==> src/hdl/rtfd_pkg.sv <==
// ----------------------------------------------------------------------------
// rtfd_pkg: shared types and constants for the radar track frame decoder
// Frame identifiers, field codes, CORDIC widths and the arctangent table.
// ----------------------------------------------------------------------------
package rtfd_pkg;

	// frame identifiers
	localparam logic [10:0] SCAN_END_ID = 11'h4E0;
	localparam logic [10:0] TRACK_FIRST = 11'h500;
	localparam logic [10:0] TRACK_LAST  = 11'h53F;

	// measurement status codes that carry a target
	localparam logic [2:0] STATUS_UPDATE  = 3'd3;
	localparam logic [2:0] STATUS_COASTED = 3'd4;

	// result kinds
	localparam logic KIND_TARGET   = 1'b0;
	localparam logic KIND_SCAN_END = 1'b1;

	// range window, 0.1 m units
	localparam logic [10:0] RANGE_MIN = 11'd2;
	localparam logic [10:0] RANGE_MAX = 11'd1000;

	// azimuth wrap, 0.1 degree units
	localparam logic signed [12:0] AZ_FULL     = 13'sd3600;
	localparam logic signed [12:0] AZ_HALF     = 13'sd1800;
	localparam logic signed [12:0] AZ_QUARTER  = 13'sd900;

	localparam logic [7:0] COUNT_MAX = 8'd255;

	// CORDIC datapath
	localparam int CORDIC_STEPS = 16;
	localparam int VEC_W        = 32;
	localparam int ANG_W        = 24;
	// start vector: range_dm * 10 * gain(0.60725 in Q16)
	localparam logic [18:0] C0_SCALE = 19'd397970;
	localparam logic [VEC_W-1:0] ROUND_HALF = VEC_W'(32768);
	localparam logic signed [15:0] POS_LIMIT = 16'sd10000;

	// arctangent of 2^-i, 0.1 degree / 4096 units
	localparam logic signed [ANG_W-1:0] ATAN_TABLE [CORDIC_STEPS] = '{
		24'sd1843200, 24'sd1088104, 24'sd574925, 24'sd291841,
		24'sd146487,  24'sd73315,   24'sd36666,  24'sd18334,
		24'sd9167,    24'sd4584,    24'sd2292,   24'sd1146,
		24'sd573,     24'sd286,     24'sd143,    24'sd72
	};

	typedef struct packed {
		logic signed [VEC_W-1:0] c;
		logic signed [VEC_W-1:0] s;
		logic signed [ANG_W-1:0] z;
	} cordic_vec_t;

endpackage

==> src/hdl/rtfd_if.sv <==
// ----------------------------------------------------------------------------
// rtfd channel interfaces
// Frame input channel and decoded result channel, valid/ready handshake.
// ----------------------------------------------------------------------------
interface rtfd_in_if;
	logic        valid;
	logic        ready;
	logic [10:0] can_id;
	logic [7:0]  byte_one;
	logic [7:0]  byte_two;
	logic [7:0]  byte_three;
	logic [7:0]  byte_six;
	logic [7:0]  byte_seven;

	modport source (output valid, can_id, byte_one, byte_two, byte_three, byte_six,
		byte_seven, input ready);
	modport sink (input valid, can_id, byte_one, byte_two, byte_three, byte_six,
		byte_seven, output ready);
endinterface

interface rtfd_out_if;
	logic               valid;
	logic               ready;
	logic               kind;
	logic [5:0]         track_id;
	logic [2:0]         status;
	logic signed [12:0] azimuth;
	logic [9:0]         range_dm;
	logic signed [13:0] speed;
	logic signed [14:0] pos_x;
	logic signed [14:0] pos_y;
	logic [7:0]         target_count;

	modport source (output valid, kind, track_id, status, azimuth, range_dm, speed,
		pos_x, pos_y, target_count, input ready);
	modport sink (input valid, kind, track_id, status, azimuth, range_dm, speed,
		pos_x, pos_y, target_count, output ready);
endinterface

==> src/hdl/rtfd_cell.sv <==
// ----------------------------------------------------------------------------
// rtfd_cell: one CORDIC rotation cell
// Rotates the vector by +/- atan(2^-STEP) toward zero residual angle.
// ----------------------------------------------------------------------------
module rtfd_cell #(
	parameter int STEP = 0
) (
	input  logic                 clk,
	input  logic                 arst_n,
	input  logic                 in_valid,
	input  rtfd_pkg::cordic_vec_t in_vec,
	output logic                 out_valid,
	output rtfd_pkg::cordic_vec_t out_vec
);

	logic                          valid_q;
	rtfd_pkg::cordic_vec_t         vec_q;
	rtfd_pkg::cordic_vec_t         vec_next;
	logic signed [rtfd_pkg::VEC_W-1:0] sh_c;
	logic signed [rtfd_pkg::VEC_W-1:0] sh_s;

	assign sh_c = in_vec.c >>> STEP;
	assign sh_s = in_vec.s >>> STEP;

	always_comb begin
		if (!in_vec.z[rtfd_pkg::ANG_W-1]) begin
			vec_next.c = in_vec.c - sh_s;
			vec_next.s = in_vec.s + sh_c;
			vec_next.z = in_vec.z - rtfd_pkg::ATAN_TABLE[STEP];
		end else begin
			vec_next.c = in_vec.c + sh_s;
			vec_next.s = in_vec.s - sh_c;
			vec_next.z = in_vec.z + rtfd_pkg::ATAN_TABLE[STEP];
		end
	end

	always_ff @(posedge clk or negedge arst_n) begin
		if (!arst_n) begin
			valid_q <= 1'b0;
		end else begin
			valid_q <= in_valid;
		end
	end

	// data holds when nothing enters, so the last cell keeps its result
	always_ff @(posedge clk) begin
		if (in_valid) begin
			vec_q <= vec_next;
		end
	end

	assign out_valid = valid_q;
	assign out_vec   = vec_q;

endmodule

==> src/hdl/radar_track_frame_decoder_top.sv <==
// ----------------------------------------------------------------------------
// radar_track_frame_decoder_top: radar CAN track frame decoder
// Unpacks track frames, adds mounting angle, converts to x/y with a chain of
// CORDIC cells, and emits a target count marker on each scan end frame that
// follows at least one kept target.
//
//  channel   | dir | beat contents
//  ----------+-----+-----------------------------------------------------------
//  in_ch     | in  | can_id, payload bytes 1, 2, 3, 6, 7
//  out_ch    | out | kind, track_id, status, azimuth, range_dm, speed, x, y, count
//  cfg       | in  | cfg_wr_en / cfg_wr_data: mount_angle, 12-bit signed
//
//  A kept track beat passes the launch register, the CORDIC cell chain and
//  the done flag, then loads the output register once out_ch can take it;
//  in_ch.ready returns after that load. arst_n clears control, scan count
//  and mount angle. A stalled output holds the result in the last cell and
//  keeps in_ch.ready low.
//
module radar_track_frame_decoder_top (
	input  logic               clk,
	input  logic               arst_n,
	input  logic               cfg_wr_en,
	input  logic [11:0]        cfg_wr_data,
	rtfd_in_if.sink            in_ch,
	rtfd_out_if.source         out_ch
);

	localparam int STEPS = rtfd_pkg::CORDIC_STEPS;

	// ---------------- configuration ----------------
	logic signed [11:0] mount_q;

	always_ff @(posedge clk or negedge arst_n) begin
		if (!arst_n) begin
			mount_q <= '0;
		end else if (cfg_wr_en) begin
			mount_q <= cfg_wr_data;
		end
	end

	// ---------------- frame decode ----------------
	logic               is_end;
	logic               is_track;
	logic [2:0]         fr_status;
	logic               status_ok;
	logic signed [9:0]  fr_angle;
	logic [10:0]        fr_range;
	logic               range_ok;
	logic signed [13:0] fr_speed;
	logic signed [12:0] az_sum;
	logic signed [12:0] az_wrap;
	logic signed [12:0] az_fold;
	logic               fold_flip;
	logic               keep_track;

	assign is_end    = (in_ch.can_id == rtfd_pkg::SCAN_END_ID);
	assign is_track  = (in_ch.can_id >= rtfd_pkg::TRACK_FIRST) &&
	                   (in_ch.can_id <= rtfd_pkg::TRACK_LAST);
	assign fr_status = in_ch.byte_one[7:5];
	assign status_ok = (fr_status == rtfd_pkg::STATUS_UPDATE) ||
	                   (fr_status == rtfd_pkg::STATUS_COASTED);
	assign fr_angle  = {in_ch.byte_one[4:0], in_ch.byte_two[7:3]};
	assign fr_range  = {in_ch.byte_two[2:0], in_ch.byte_three};
	assign range_ok  = (fr_range >= rtfd_pkg::RANGE_MIN) && (fr_range <= rtfd_pkg::RANGE_MAX);
	assign fr_speed  = {in_ch.byte_six[5:0], in_ch.byte_seven};
	assign keep_track = is_track && status_ok && range_ok;

	// reported azimuth: raw angle plus mount, no wrapping
	assign az_sum = 13'(fr_angle) + 13'(mount_q);

	// wrap to one turn, then fold into +/-90 deg; a fold negates x and y
	always_comb begin
		if (az_sum >= rtfd_pkg::AZ_HALF) begin
			az_wrap = az_sum - rtfd_pkg::AZ_FULL;
		end else if (az_sum < -rtfd_pkg::AZ_HALF) begin
			az_wrap = az_sum + rtfd_pkg::AZ_FULL;
		end else begin
			az_wrap = az_sum;
		end
		fold_flip = 1'b0;
		az_fold   = az_wrap;
		if (az_wrap > rtfd_pkg::AZ_QUARTER) begin
			az_fold   = az_wrap - rtfd_pkg::AZ_HALF;
			fold_flip = 1'b1;
		end else if (az_wrap < -rtfd_pkg::AZ_QUARTER) begin
			az_fold   = az_wrap + rtfd_pkg::AZ_HALF;
			fold_flip = 1'b1;
		end
	end

	// ---------------- control ----------------
	logic       busy_q;
	logic       done_q;
	logic       out_valid_q;
	logic [7:0] count_q;
	logic       in_beat;
	logic       load_marker;
	logic       load_track;
	logic       out_beat;
	logic       chain_out_valid;

	assign in_ch.ready = !busy_q && (!out_valid_q || out_ch.ready);
	assign in_beat     = in_ch.valid && in_ch.ready;
	assign out_beat    = out_valid_q && out_ch.ready;
	assign load_marker = in_beat && is_end && (count_q != '0);
	assign load_track  = done_q && (!out_valid_q || out_ch.ready);

	always_ff @(posedge clk or negedge arst_n) begin
		if (!arst_n) begin
			busy_q      <= 1'b0;
			done_q      <= 1'b0;
			out_valid_q <= 1'b0;
			count_q     <= '0;
		end else begin
			if (in_beat && keep_track) begin
				busy_q <= 1'b1;
			end else if (load_track) begin
				busy_q <= 1'b0;
			end

			if (chain_out_valid) begin
				done_q <= 1'b1;
			end else if (load_track) begin
				done_q <= 1'b0;
			end

			if (load_marker || load_track) begin
				out_valid_q <= 1'b1;
			end else if (out_beat) begin
				out_valid_q <= 1'b0;
			end

			// saturating count of kept targets; cleared by a reported scan end
			if (load_marker) begin
				count_q <= '0;
			end else if (in_beat && keep_track && (count_q != rtfd_pkg::COUNT_MAX)) begin
				count_q <= count_q + 8'd1;
			end
		end
	end

	// ---------------- side fields held for the item in flight ----------------
	logic [5:0]         track_id_q;
	logic [2:0]         status_q;
	logic signed [12:0] azimuth_q;
	logic [9:0]         range_q;
	logic signed [13:0] speed_q;
	logic               flip_q;

	always_ff @(posedge clk) begin
		if (in_beat && keep_track) begin
			track_id_q <= 6'(in_ch.can_id - rtfd_pkg::TRACK_FIRST);
			status_q   <= fr_status;
			azimuth_q  <= az_sum;
			range_q    <= fr_range[9:0];
			speed_q    <= fr_speed;
			flip_q     <= fold_flip;
		end
	end

	// ---------------- launch register ----------------
	logic                  valid_s1;
	rtfd_pkg::cordic_vec_t vec_s1;

	always_ff @(posedge clk or negedge arst_n) begin
		if (!arst_n) begin
			valid_s1 <= 1'b0;
		end else begin
			valid_s1 <= in_beat && keep_track;
		end
	end

	// start vector (r * gain, 0); angle in 0.1 deg / 4096
	always_ff @(posedge clk) begin
		if (in_beat && keep_track) begin
			vec_s1.c <= rtfd_pkg::VEC_W'(fr_range[9:0] * rtfd_pkg::C0_SCALE);
			vec_s1.s <= '0;
			vec_s1.z <= {az_fold[11:0], 12'b0};
		end
	end

	// ---------------- CORDIC cell chain ----------------
	logic                  chain_valid [STEPS+1];
	rtfd_pkg::cordic_vec_t chain_vec   [STEPS+1];

	assign chain_valid[0] = valid_s1;
	assign chain_vec[0]   = vec_s1;

	for (genvar k = 0; k < STEPS; k++) begin : g_cell
		rtfd_cell #(
			.STEP(k)
		) u_cell (
			.clk      (clk),
			.arst_n   (arst_n),
			.in_valid (chain_valid[k]),
			.in_vec   (chain_vec[k]),
			.out_valid(chain_valid[k+1]),
			.out_vec  (chain_vec[k+1])
		);
	end

	assign chain_out_valid = chain_valid[STEPS];

	// ---------------- finish: round, unfold, clamp ----------------
	logic [rtfd_pkg::VEC_W-1:0] s_round;
	logic [rtfd_pkg::VEC_W-1:0] c_round;
	logic signed [15:0]         s_q16;
	logic signed [15:0]         c_q16;
	logic signed [15:0]         x_signed;
	logic signed [15:0]         y_signed;
	logic signed [14:0]         x_sat;
	logic signed [14:0]         y_sat;

	assign s_round = chain_vec[STEPS].s + rtfd_pkg::ROUND_HALF;
	assign c_round = chain_vec[STEPS].c + rtfd_pkg::ROUND_HALF;
	assign s_q16   = s_round[31:16];
	assign c_q16   = c_round[31:16];
	assign x_signed = flip_q ? -s_q16 : s_q16;
	assign y_signed = flip_q ? -c_q16 : c_q16;

	always_comb begin
		if (x_signed > rtfd_pkg::POS_LIMIT) begin
			x_sat = 15'(rtfd_pkg::POS_LIMIT);
		end else if (x_signed < -rtfd_pkg::POS_LIMIT) begin
			x_sat = 15'(-rtfd_pkg::POS_LIMIT);
		end else begin
			x_sat = x_signed[14:0];
		end
		if (y_signed > rtfd_pkg::POS_LIMIT) begin
			y_sat = 15'(rtfd_pkg::POS_LIMIT);
		end else if (y_signed < -rtfd_pkg::POS_LIMIT) begin
			y_sat = 15'(-rtfd_pkg::POS_LIMIT);
		end else begin
			y_sat = y_signed[14:0];
		end
	end

	// ---------------- output register ----------------
	logic               kind_q;
	logic [5:0]         out_track_q;
	logic [2:0]         out_status_q;
	logic signed [12:0] out_az_q;
	logic [9:0]         out_range_q;
	logic signed [13:0] out_speed_q;
	logic signed [14:0] out_x_q;
	logic signed [14:0] out_y_q;
	logic [7:0]         out_count_q;

	always_ff @(posedge clk) begin
		if (load_marker) begin
			kind_q       <= rtfd_pkg::KIND_SCAN_END;
			out_track_q  <= '0;
			out_status_q <= '0;
			out_az_q     <= '0;
			out_range_q  <= '0;
			out_speed_q  <= '0;
			out_x_q      <= '0;
			out_y_q      <= '0;
			out_count_q  <= count_q;
		end else if (load_track) begin
			kind_q       <= rtfd_pkg::KIND_TARGET;
			out_track_q  <= track_id_q;
			out_status_q <= status_q;
			out_az_q     <= azimuth_q;
			out_range_q  <= range_q;
			out_speed_q  <= speed_q;
			out_x_q      <= x_sat;
			out_y_q      <= y_sat;
			out_count_q  <= '0;
		end
	end

	assign out_ch.valid        = out_valid_q;
	assign out_ch.kind         = kind_q;
	assign out_ch.track_id     = out_track_q;
	assign out_ch.status       = out_status_q;
	assign out_ch.azimuth      = out_az_q;
	assign out_ch.range_dm     = out_range_q;
	assign out_ch.speed        = out_speed_q;
	assign out_ch.pos_x        = out_x_q;
	assign out_ch.pos_y        = out_y_q;
	assign out_ch.target_count = out_count_q;

	// ---------------- assertions ----------------
	// one item at most travels the launch register and the cell chain
	assert property (@(posedge clk) disable iff (!arst_n)
		$onehot0({valid_s1, chain_valid[1], chain_valid[2], chain_valid[3],
			chain_valid[4], chain_valid[5], chain_valid[6], chain_valid[7],
			chain_valid[8], chain_valid[9], chain_valid[10], chain_valid[11],
			chain_valid[12], chain_valid[13], chain_valid[14], chain_valid[15],
			chain_valid[16]}))
		else $error("more than one item in the CORDIC chain");

	// a finished chain result only exists while an item is in flight
	assert property (@(posedge clk) disable iff (!arst_n)
		(done_q || chain_out_valid) |-> busy_q)
		else $error("chain result without an item in flight");

	// a scan end marker never reports an empty scan
	assert property (@(posedge clk) disable iff (!arst_n)
		(out_ch.valid && (out_ch.kind == rtfd_pkg::KIND_SCAN_END)) |->
			(out_ch.target_count != '0))
		else $error("empty scan end marker");

	// positions are clamped to the +/-100 m window
	assert property (@(posedge clk) disable iff (!arst_n)
		(out_ch.valid && (out_ch.kind == rtfd_pkg::KIND_TARGET)) |->
			((out_ch.pos_x <= 15'sd10000) && (out_ch.pos_x >= -15'sd10000) &&
			 (out_ch.pos_y <= 15'sd10000) && (out_ch.pos_y >= -15'sd10000)))
		else $error("position out of range");

endmodule

==> src/flat_wrapper.sv <==
// flat-port wrapper written by rule: the top's interface ports become plain ports
module radar_track_frame_decoder_top_flat 
  (clk, arst_n, cfg_wr_en, cfg_wr_data, in_ch_valid, in_ch_can_id, in_ch_byte_one, in_ch_byte_two, in_ch_byte_three, in_ch_byte_six, in_ch_byte_seven, in_ch_ready, out_ch_valid, out_ch_kind, out_ch_track_id, out_ch_status, out_ch_azimuth, out_ch_range_dm, out_ch_speed, out_ch_pos_x, out_ch_pos_y, out_ch_target_count, out_ch_ready);
  rtfd_in_if in_ch_i ();
  rtfd_out_if out_ch_i ();
  input  logic clk;
  input  logic arst_n;
  input  logic cfg_wr_en;
  input  logic [11:0] cfg_wr_data;
  input wire logic [$bits(in_ch_i.valid)-1:0] in_ch_valid;
  input wire logic [$bits(in_ch_i.can_id)-1:0] in_ch_can_id;
  input wire logic [$bits(in_ch_i.byte_one)-1:0] in_ch_byte_one;
  input wire logic [$bits(in_ch_i.byte_two)-1:0] in_ch_byte_two;
  input wire logic [$bits(in_ch_i.byte_three)-1:0] in_ch_byte_three;
  input wire logic [$bits(in_ch_i.byte_six)-1:0] in_ch_byte_six;
  input wire logic [$bits(in_ch_i.byte_seven)-1:0] in_ch_byte_seven;
  output wire logic [$bits(in_ch_i.ready)-1:0] in_ch_ready;
  output wire logic [$bits(out_ch_i.valid)-1:0] out_ch_valid;
  output wire logic [$bits(out_ch_i.kind)-1:0] out_ch_kind;
  output wire logic [$bits(out_ch_i.track_id)-1:0] out_ch_track_id;
  output wire logic [$bits(out_ch_i.status)-1:0] out_ch_status;
  output wire logic [$bits(out_ch_i.azimuth)-1:0] out_ch_azimuth;
  output wire logic [$bits(out_ch_i.range_dm)-1:0] out_ch_range_dm;
  output wire logic [$bits(out_ch_i.speed)-1:0] out_ch_speed;
  output wire logic [$bits(out_ch_i.pos_x)-1:0] out_ch_pos_x;
  output wire logic [$bits(out_ch_i.pos_y)-1:0] out_ch_pos_y;
  output wire logic [$bits(out_ch_i.target_count)-1:0] out_ch_target_count;
  input wire logic [$bits(out_ch_i.ready)-1:0] out_ch_ready;
  assign in_ch_i.valid = in_ch_valid;
  assign in_ch_i.can_id = in_ch_can_id;
  assign in_ch_i.byte_one = in_ch_byte_one;
  assign in_ch_i.byte_two = in_ch_byte_two;
  assign in_ch_i.byte_three = in_ch_byte_three;
  assign in_ch_i.byte_six = in_ch_byte_six;
  assign in_ch_i.byte_seven = in_ch_byte_seven;
  assign in_ch_ready = in_ch_i.ready;
  assign out_ch_valid = out_ch_i.valid;
  assign out_ch_kind = out_ch_i.kind;
  assign out_ch_track_id = out_ch_i.track_id;
  assign out_ch_status = out_ch_i.status;
  assign out_ch_azimuth = out_ch_i.azimuth;
  assign out_ch_range_dm = out_ch_i.range_dm;
  assign out_ch_speed = out_ch_i.speed;
  assign out_ch_pos_x = out_ch_i.pos_x;
  assign out_ch_pos_y = out_ch_i.pos_y;
  assign out_ch_target_count = out_ch_i.target_count;
  assign out_ch_i.ready = out_ch_ready;
  radar_track_frame_decoder_top u_core (.clk(clk), .arst_n(arst_n), .cfg_wr_en(cfg_wr_en), .cfg_wr_data(cfg_wr_data), .in_ch(in_ch_i), .out_ch(out_ch_i));
endmodule
==> config.mk <==
export PLATFORM = sky130hd
export DESIGN_NAME = radar_track_frame_decoder_top_flat
export DESIGN_NICKNAME = d
export VERILOG_FILES = /design/src/hdl/rtfd_pkg.sv /design/src/hdl/rtfd_if.sv /design/src/hdl/rtfd_cell.sv /design/src/hdl/radar_track_frame_decoder_top.sv /design/src/flat_wrapper.sv
export SDC_FILE = /design/constraint.sdc
export NUM_CORES = 2
export LEC_CHECK = 0
export BUFFER_PORTS_ARGS = -buffer_cell sky130_fd_sc_hd__buf_4
export CAP_MARGIN = 20
export CORE_ASPECT_RATIO = 0.8
export CORE_MARGIN = 2
export CORE_UTILIZATION = 55
export CTS_CLUSTER_SIZE = 40
export DETAILED_ROUTE_END_ITERATION = 8
export GPL_TIMING_DRIVEN = 0
export PLACE_DENSITY = 0.74
export SLEW_MARGIN = 20
export SYNTH_ARGS = -nofsm -noshare
export SYNTH_HDL_FRONTEND = slang
export SYNTH_SLANG_ARGS = --single-unit
export TNS_END_PERCENT = 100
==> constraint.sdc <==
create_clock -name clk -period 20 [get_ports clk]
set_input_delay 6 -clock clk [delete_from_list [all_inputs] [get_ports clk]]
set_output_delay 6 -clock clk [all_outputs]
set_load 0.03 [all_outputs]
## Word level (Yosys, flattened, before mapping)

Cells that the tools add are included.

| cells by class | value |
|---|---|
| $mul | 1 |
| $lt $le $gt $ge | 12 |
| add/subtract/negate cells | 104 |
| mux-type cells | 36 |
| eq/ne operators | 4 |
| reductions and logical operators | 23 |

Operators by type and width:

| kind | count |
|---|---|
| two-way mux 88 bit | 15 |
| adder 32 x 16 -> 32 bit (second input constant) | 2 |
| adder 32 x 17 -> 32 bit | 2 |
| adder 32 x 18 -> 32 bit | 2 |
| adder 32 x 19 -> 32 bit | 2 |
| adder 32 x 20 -> 32 bit | 2 |
| adder 32 x 21 -> 32 bit | 2 |
| adder 32 x 22 -> 32 bit | 2 |
| adder 32 x 23 -> 32 bit | 2 |
| adder 32 x 24 -> 32 bit | 2 |
| adder 32 x 25 -> 32 bit | 2 |
| adder 32 x 26 -> 32 bit | 2 |
| adder 32 x 27 -> 32 bit | 2 |
| adder 32 x 28 -> 32 bit | 2 |
| adder 32 x 29 -> 32 bit | 2 |
| adder 32 x 30 -> 32 bit | 2 |
| subtractor 32 x 17 -> 32 bit | 2 |
| subtractor 32 x 18 -> 32 bit | 2 |
| subtractor 32 x 19 -> 32 bit | 2 |
| subtractor 32 x 20 -> 32 bit | 2 |
| subtractor 32 x 21 -> 32 bit | 2 |
| subtractor 32 x 22 -> 32 bit | 2 |
| subtractor 32 x 23 -> 32 bit | 2 |
| subtractor 32 x 24 -> 32 bit | 2 |
| other kinds (74) | 119 |

| word-level totals | value |
|---|---|
| word-level logic and storage cells | 267 |
| register bits after elaboration | 1,591 |
| output and inout port bits | 87 |
| bits of input ports | 68 |

## Logic depth before layout (Yosys ltp)

| depth | value |
|---|---|
| depth in word-level cells | 8 |
| depth in mapped cells | 23 |
| gate-level depth less buffers | 23 |

## By module

Synthesis repeated with hierarchy kept, for this count alone.

| unflattened totals | value |
|---|---|
| cell total of the unflattened synthesis | 15,132 |
| area total of the unflattened synthesis | 142,344.0 um2 |

By module, submodules not included:

| module | seq. area each (um2) | area each (um2) | cells each | times used |
|---|---|---|---|---|
| radar_track_frame_decoder_top | 4,814.6 | 12,298.0 | 1,258 | 1 |
| rtfd_cell at u_core.g_cell[6].u_cell | 2,667.6 | 8,584.5 | 955 | 1 |
| rtfd_cell at u_core.g_cell[2].u_cell | 2,667.6 | 8,383.0 | 919 | 1 |
| rtfd_cell at u_core.g_cell[0].u_cell | 2,637.5 | 8,368.0 | 941 | 1 |
| rtfd_cell at u_core.g_cell[4].u_cell | 2,667.6 | 8,366.8 | 900 | 1 |
| rtfd_cell at u_core.g_cell[3].u_cell | 2,667.6 | 8,334.2 | 905 | 1 |
| rtfd_cell at u_core.g_cell[1].u_cell | 2,667.6 | 8,177.8 | 866 | 1 |
| rtfd_cell at u_core.g_cell[9].u_cell | 2,667.6 | 8,120.3 | 859 | 1 |
| rtfd_cell at u_core.g_cell[7].u_cell | 2,667.6 | 8,094.0 | 848 | 1 |
| rtfd_cell at u_core.g_cell[8].u_cell | 2,667.6 | 8,085.3 | 847 | 1 |
| rtfd_cell at u_core.g_cell[5].u_cell | 2,667.6 | 8,074.0 | 853 | 1 |
| rtfd_cell at u_core.g_cell[12].u_cell | 2,667.6 | 8,059.0 | 839 | 1 |
| rtfd_cell at u_core.g_cell[13].u_cell | 2,667.6 | 8,000.2 | 853 | 1 |
| rtfd_cell at u_core.g_cell[14].u_cell | 2,667.6 | 7,877.6 | 830 | 1 |
| +3 rows | -- | -- | -- | -- |

## Worst setup path before layout

Ideal clock, no wire load.

| timing path | value |
|---|---|
| path kind | in2reg |
| from | in in_ch_byte_three[0] |
| to | reg u_core.valid_s1 |
| arrival | 12.142 ns |
| path slack | 7.162 ns |
| buffers on the path | 0 |
| cell stages on the path | 4 |
| cell sequence | inv_1 a2111oi_0 nand2b_1 nor3_1 |

| on the way | value |
|---|---|
| word-level cells in the longest chain between the ends | 4 |
| elaborated cells on any way between the ends | 5 |

RTL lines:

| item | RTL line | source |
|---|---|---|
| start: declaration | flat_wrapper.sv:14 | `input wire logic [$bits(in_ch_i.byte_three)-1:0] in_ch_byte_three;` |
| >= comparator 11 x 2 -> 1 bit or less-or-equal comparator 11 x 10 -> 1 bit (tied branches) | radar_track_frame_decoder_top.sv:64 | `assign range_ok = (fr_range >= rtfd_pkg::RANGE_MIN) && (fr_range <= rtfd_pkg::RANGE_MAX);` |
| logical AND 1 bit * | radar_track_frame_decoder_top.sv:64 |  |
| logical AND 1 bit * | radar_track_frame_decoder_top.sv:66 | `assign keep_track = is_track && status_ok && range_ok;` |
| logical AND 1 bit * | radar_track_frame_decoder_top.sv:169 | `valid_s1 <= in_beat && keep_track;` |
| end signal: assignment | radar_track_frame_decoder_top.sv:169 |  |
| end: declaration | radar_track_frame_decoder_top.sv:162 | `logic valid_s1;` |

Mark *: on every way between the ends. The rest lies on a longest branch, timed or not.
A chain may end at the register's enable or synchronous reset.

## Worst setup path in the final report

| timing path | value |
|---|---|
| from | in out_ch_ready |
| to | out in_ch_ready |

| on the way | value |
|---|---|
| word-level cells in the longest chain between the ends | 2 |

RTL lines:

| item | RTL line | source |
|---|---|---|
| start: declaration | flat_wrapper.sv:28 | `input wire logic [$bits(out_ch_i.ready)-1:0] out_ch_ready;` |
| logical OR 1 bit | radar_track_frame_decoder_top.sv:102 | `assign in_ch.ready = !busy_q && (!out_valid_q \|\| out_ch.ready);` |
| logical AND 1 bit | radar_track_frame_decoder_top.sv:102 |  |
| end: declaration | flat_wrapper.sv:17 | `output wire logic [$bits(in_ch_i.ready)-1:0] in_ch_ready;` |

No other way between the ends.

==> results.json <==
{
  "status": "complete, no violations",
  "clock_latency_ps": 860,
  "p_leak_nw": 52.0,
  "area_delta_synth_final_pct": 9.13,
  "fillers": 18193,
  "synth_edf_count": 1374,
  "worstPathRequired_ps": 14000,
  "synth_top_area_frac": 0.344,
  "power_frac_comb": 0.067,
  "grt_pass1_wl_um": 504000,
  "synth_ff_type": "edfxtp_1",
  "cp_top_family": "simple AND/OR/NAND/NOR gates",
  "crit_top_cell": "buf_4",
  "io_pins": 155,
  "wl_um": 322000,
  "rsz0062_at_grt": "false",
  "synthDistinctLibCells": 95,
  "antenna_left": 0,
  "drt_pass1_iterations": 7,
  "cap_violations": 0,
  "dp_hpwl_um": 255000,
  "final_common_cell": "ha_1",
  "drt_iter0_drc": 9371,
  "wire_per_inst_um": 20.3,
  "mostFrequentLayoutCells": "ha_1 (1422), edfxtp_1 (1374), a21oi_1 (1314), xnor2_1 (1194), nor2_1 (1184)",
  "track_usage": 0.281,
  "grt_max_degree": 67,
  "critPathKind": "in2out",
  "end_kind": "primary output",
  "clk_path_buf_depth": 4,
  "ys_ff_latch": 1491,
  "clock_power_share": 0.455,
  "crit_arrival_ps": 6670,
  "fin_crit_ps": 12670,
  "port_buffers": 152,
  "ys_seq_area_frac": 0.365,
  "critPathSlowestCell": "nor2b_1",
  "ys_async_sr_fraction": 0.0268,
  "critPathMaxFanout": 3,
  "cp_slowest_stage_delay_ps": 300,
  "synth_largest_area_cell": "edfxtp_1",
  "vdd_ir_drop_max_mv": 0.0643,
  "power_switching_mw": 1.62,
  "cts_setup_buffers": 0,
  "coreArea_um2": 217000,
  "grt_pass1_vias": 92299,
  "setup_tns_ps": 0,
  "hold_viol": 0,
  "final_nets": 14401,
  "cts_htree_levels": 4,
  "root_buffer": "clkbuf_16",
  "synth_warnings": 0,
  "drc_errors": 0,
  "hold_class": "reg2reg",
  "fin_crit_sh": 0.634,
  "setup_viol": 0,
  "die_area_um2": 222000,
  "ctsHoldBuffers": 0,
  "gp_congestion": 0.979,
  "path_clk_slew_ps": 60,
  "path_cells": "buf_4 > nor2b_1 > nor2_1 > buf_4",
  "swShare": 0.228,
  "antenna_found_initial": 13,
  "cts_tree": "built",
  "finalWorstSetupSlack_ps": 7330,
  "cp-start-kind": "input port",
  "p_int_mw": 5.50,
  "slew_headroom": 0.248,
  "dp_worst_setup_slack_ps": 7360,
  "slew_violations": 0,
  "power_frac_seq": 0.478,
  "clock_sinks": 1491,
  "synth_area_um2": 120000,
  "power.density_nw_per_um2": 54.4,
  "netlist_instances": 12498,
  "fin_skew_ps": 54.3,
  "layout-drive-gt1-share": 0.0485,
  "start_util": 0.553,
  "syn_nets": 14050,
  "cts_resized": 0,
  "fmax_ghz": 0.0789,
  "critPathBufInv": 2,
  "vias": 96505,
  "num_rows": 153,
  "syn_avg_cell_area_um2": 9.60,
  "vias_per_cell": 6.09,
  "synth_area_leaders": "edfxtp_1 (34%), ha_1 (15%), xnor2_1 (8.7%)",
  "cts_buffers": 173,
  "die_w_um": 526,
  "tightestPinTransition_ps": 1120,
  "die_height_um": 422,
  "overflow": 0
}
-- synthesized netlist by cell type (51+ instances only) --
cell / instances
ha_1: 1422
edfxtp_1: 1374
a21oi_1: 1314
xnor2_1: 1194
nor2_1: 1184
inv_1: 641
o21ai_0: 595
nand2_1: 593
xor2_1: 529
nor3_1: 417
a21o_1: 305
nand3_1: 250
nand2b_1: 247
o21a_1: 175
nor2b_1: 166
a211oi_1: 146
o21bai_1: 145
clkbuf_1: 143
and3_1: 137
or3_1: 131
a31oi_1: 117
and2_1: 81
dfxtp_1: 77
nor4_1: 74
a21boi_0: 73
mux2_2: 72
fa_1: 62
o31ai_1: 56
o211ai_1: 51
-- state kept, by name, indices dropped and copies added (netlist names), 13 cells and up --
register and count:
u_core.azimuth_q 13, u_core.chain_vec 34, u_core.g_cell.u_cell.out_valid 16, u_core.g_cell.u_cell.out_vec 1285, u_core.out_ch.azimuth 13, u_core.out_ch.pos_x 15
u_core.out_ch.pos_y 15, u_core.out_ch.speed 14, u_core.speed_q 14
-- final timing paths --
check	from	cells after the start	slack, ps	to
max in group asynchronous	arst_n	1	14210	u_core.g_cell[8].u_cell.out_valid
min reg2reg	u_core.g_cell[8].u_cell.out_vec[1]	0	420	u_core.g_cell[9].u_cell.out_vec[1]
min in group asynchronous	arst_n	1	5200	u_core.g_cell[1].u_cell.out_valid
max reg2reg	u_core.g_cell[11].u_cell.out_vec[23]	18	13080	u_core.g_cell[12].u_cell.out_vec[55]
min	u_core.g_cell[8].u_cell.out_vec[1]	0	420	u_core.g_cell[9].u_cell.out_vec[1]
max	out_ch_ready	4	7330	in_ch_ready
-- per-stage QoR --
step | util | total power, mW | std cells | cell area, um^2 | hold slack (ps)
2_1_floorplan | - | 3.83 | 12498 | 120000 | 400
3_3_place_gp | 0.575 | 3.93 | 15517 | 125000 | 406
3_5_place_dp | 0.577 | 3.94 | 15541 | 125000 | 407
4_1_cts | 0.603 | 7.19 | 15848 | 131000 | 422
5_1_grt | 0.603 | 7.36 | 15848 | 131000 | 436
6_report | 0.603 | 7.12 | 15850 | 131000 | 420
-- layout make-up --
cell class	count	area (um^2)	area share
inverters	646	2420	0.0185
clock buffers	201	4530	0.0346
clock inverters	106	1130	0.00863
multi-input cells	10169	73100	0.558
plain buffers	192	731	0.00558
repair buffers	176	1630	0.0124
diodes	2	5.00	0.0000382
well taps	2867	3590	0.0274
flip-flops and latches	1491	43900	0.335
-- power groups by stage --
| stage | combinational (mW) | clock, mW | sequential, mW |
|---|---|---|---|
| CTS | 0.479 | 3.31 | 3.40 |
| global placement | 0.463 | 0 | 3.47 |
| global route | 0.535 | 3.43 | 3.40 |
| floorplan | 0.349 | 0 | 3.48 |
| finish | 0.481 | 3.24 | 3.40 |
| detailed placement | 0.474 | 0 | 3.47 |
-- cells by family after synthesis --
kind of cell | after synthesis | synth area share
AND/OR/NAND/NOR | 3506 | 0.141
AO/OA/AOI/OAI | 3333 | 0.172
XOR/XNOR | 1724 | 0.126
flip-flops | 1491 | 0.365
adder cells (fa/ha/maj) | 1484 | 0.159
buffers and inverters | 838 | 0.0263
multiplexers | 122 | 0.0109
-- metal layers --
layer,vias to the layer above,global-route usage,routed length [um],part of all wire
met5,-,0,0,0
met4,0,0.0627,6920,0.022
met3,481,0.0536,26000,0.081
met2,3132,0.427,138000,0.43
met1,46451,0.413,151000,0.47
li1,46441,-,-,-
No activity file was read; power rests on OpenSTA's default activity.
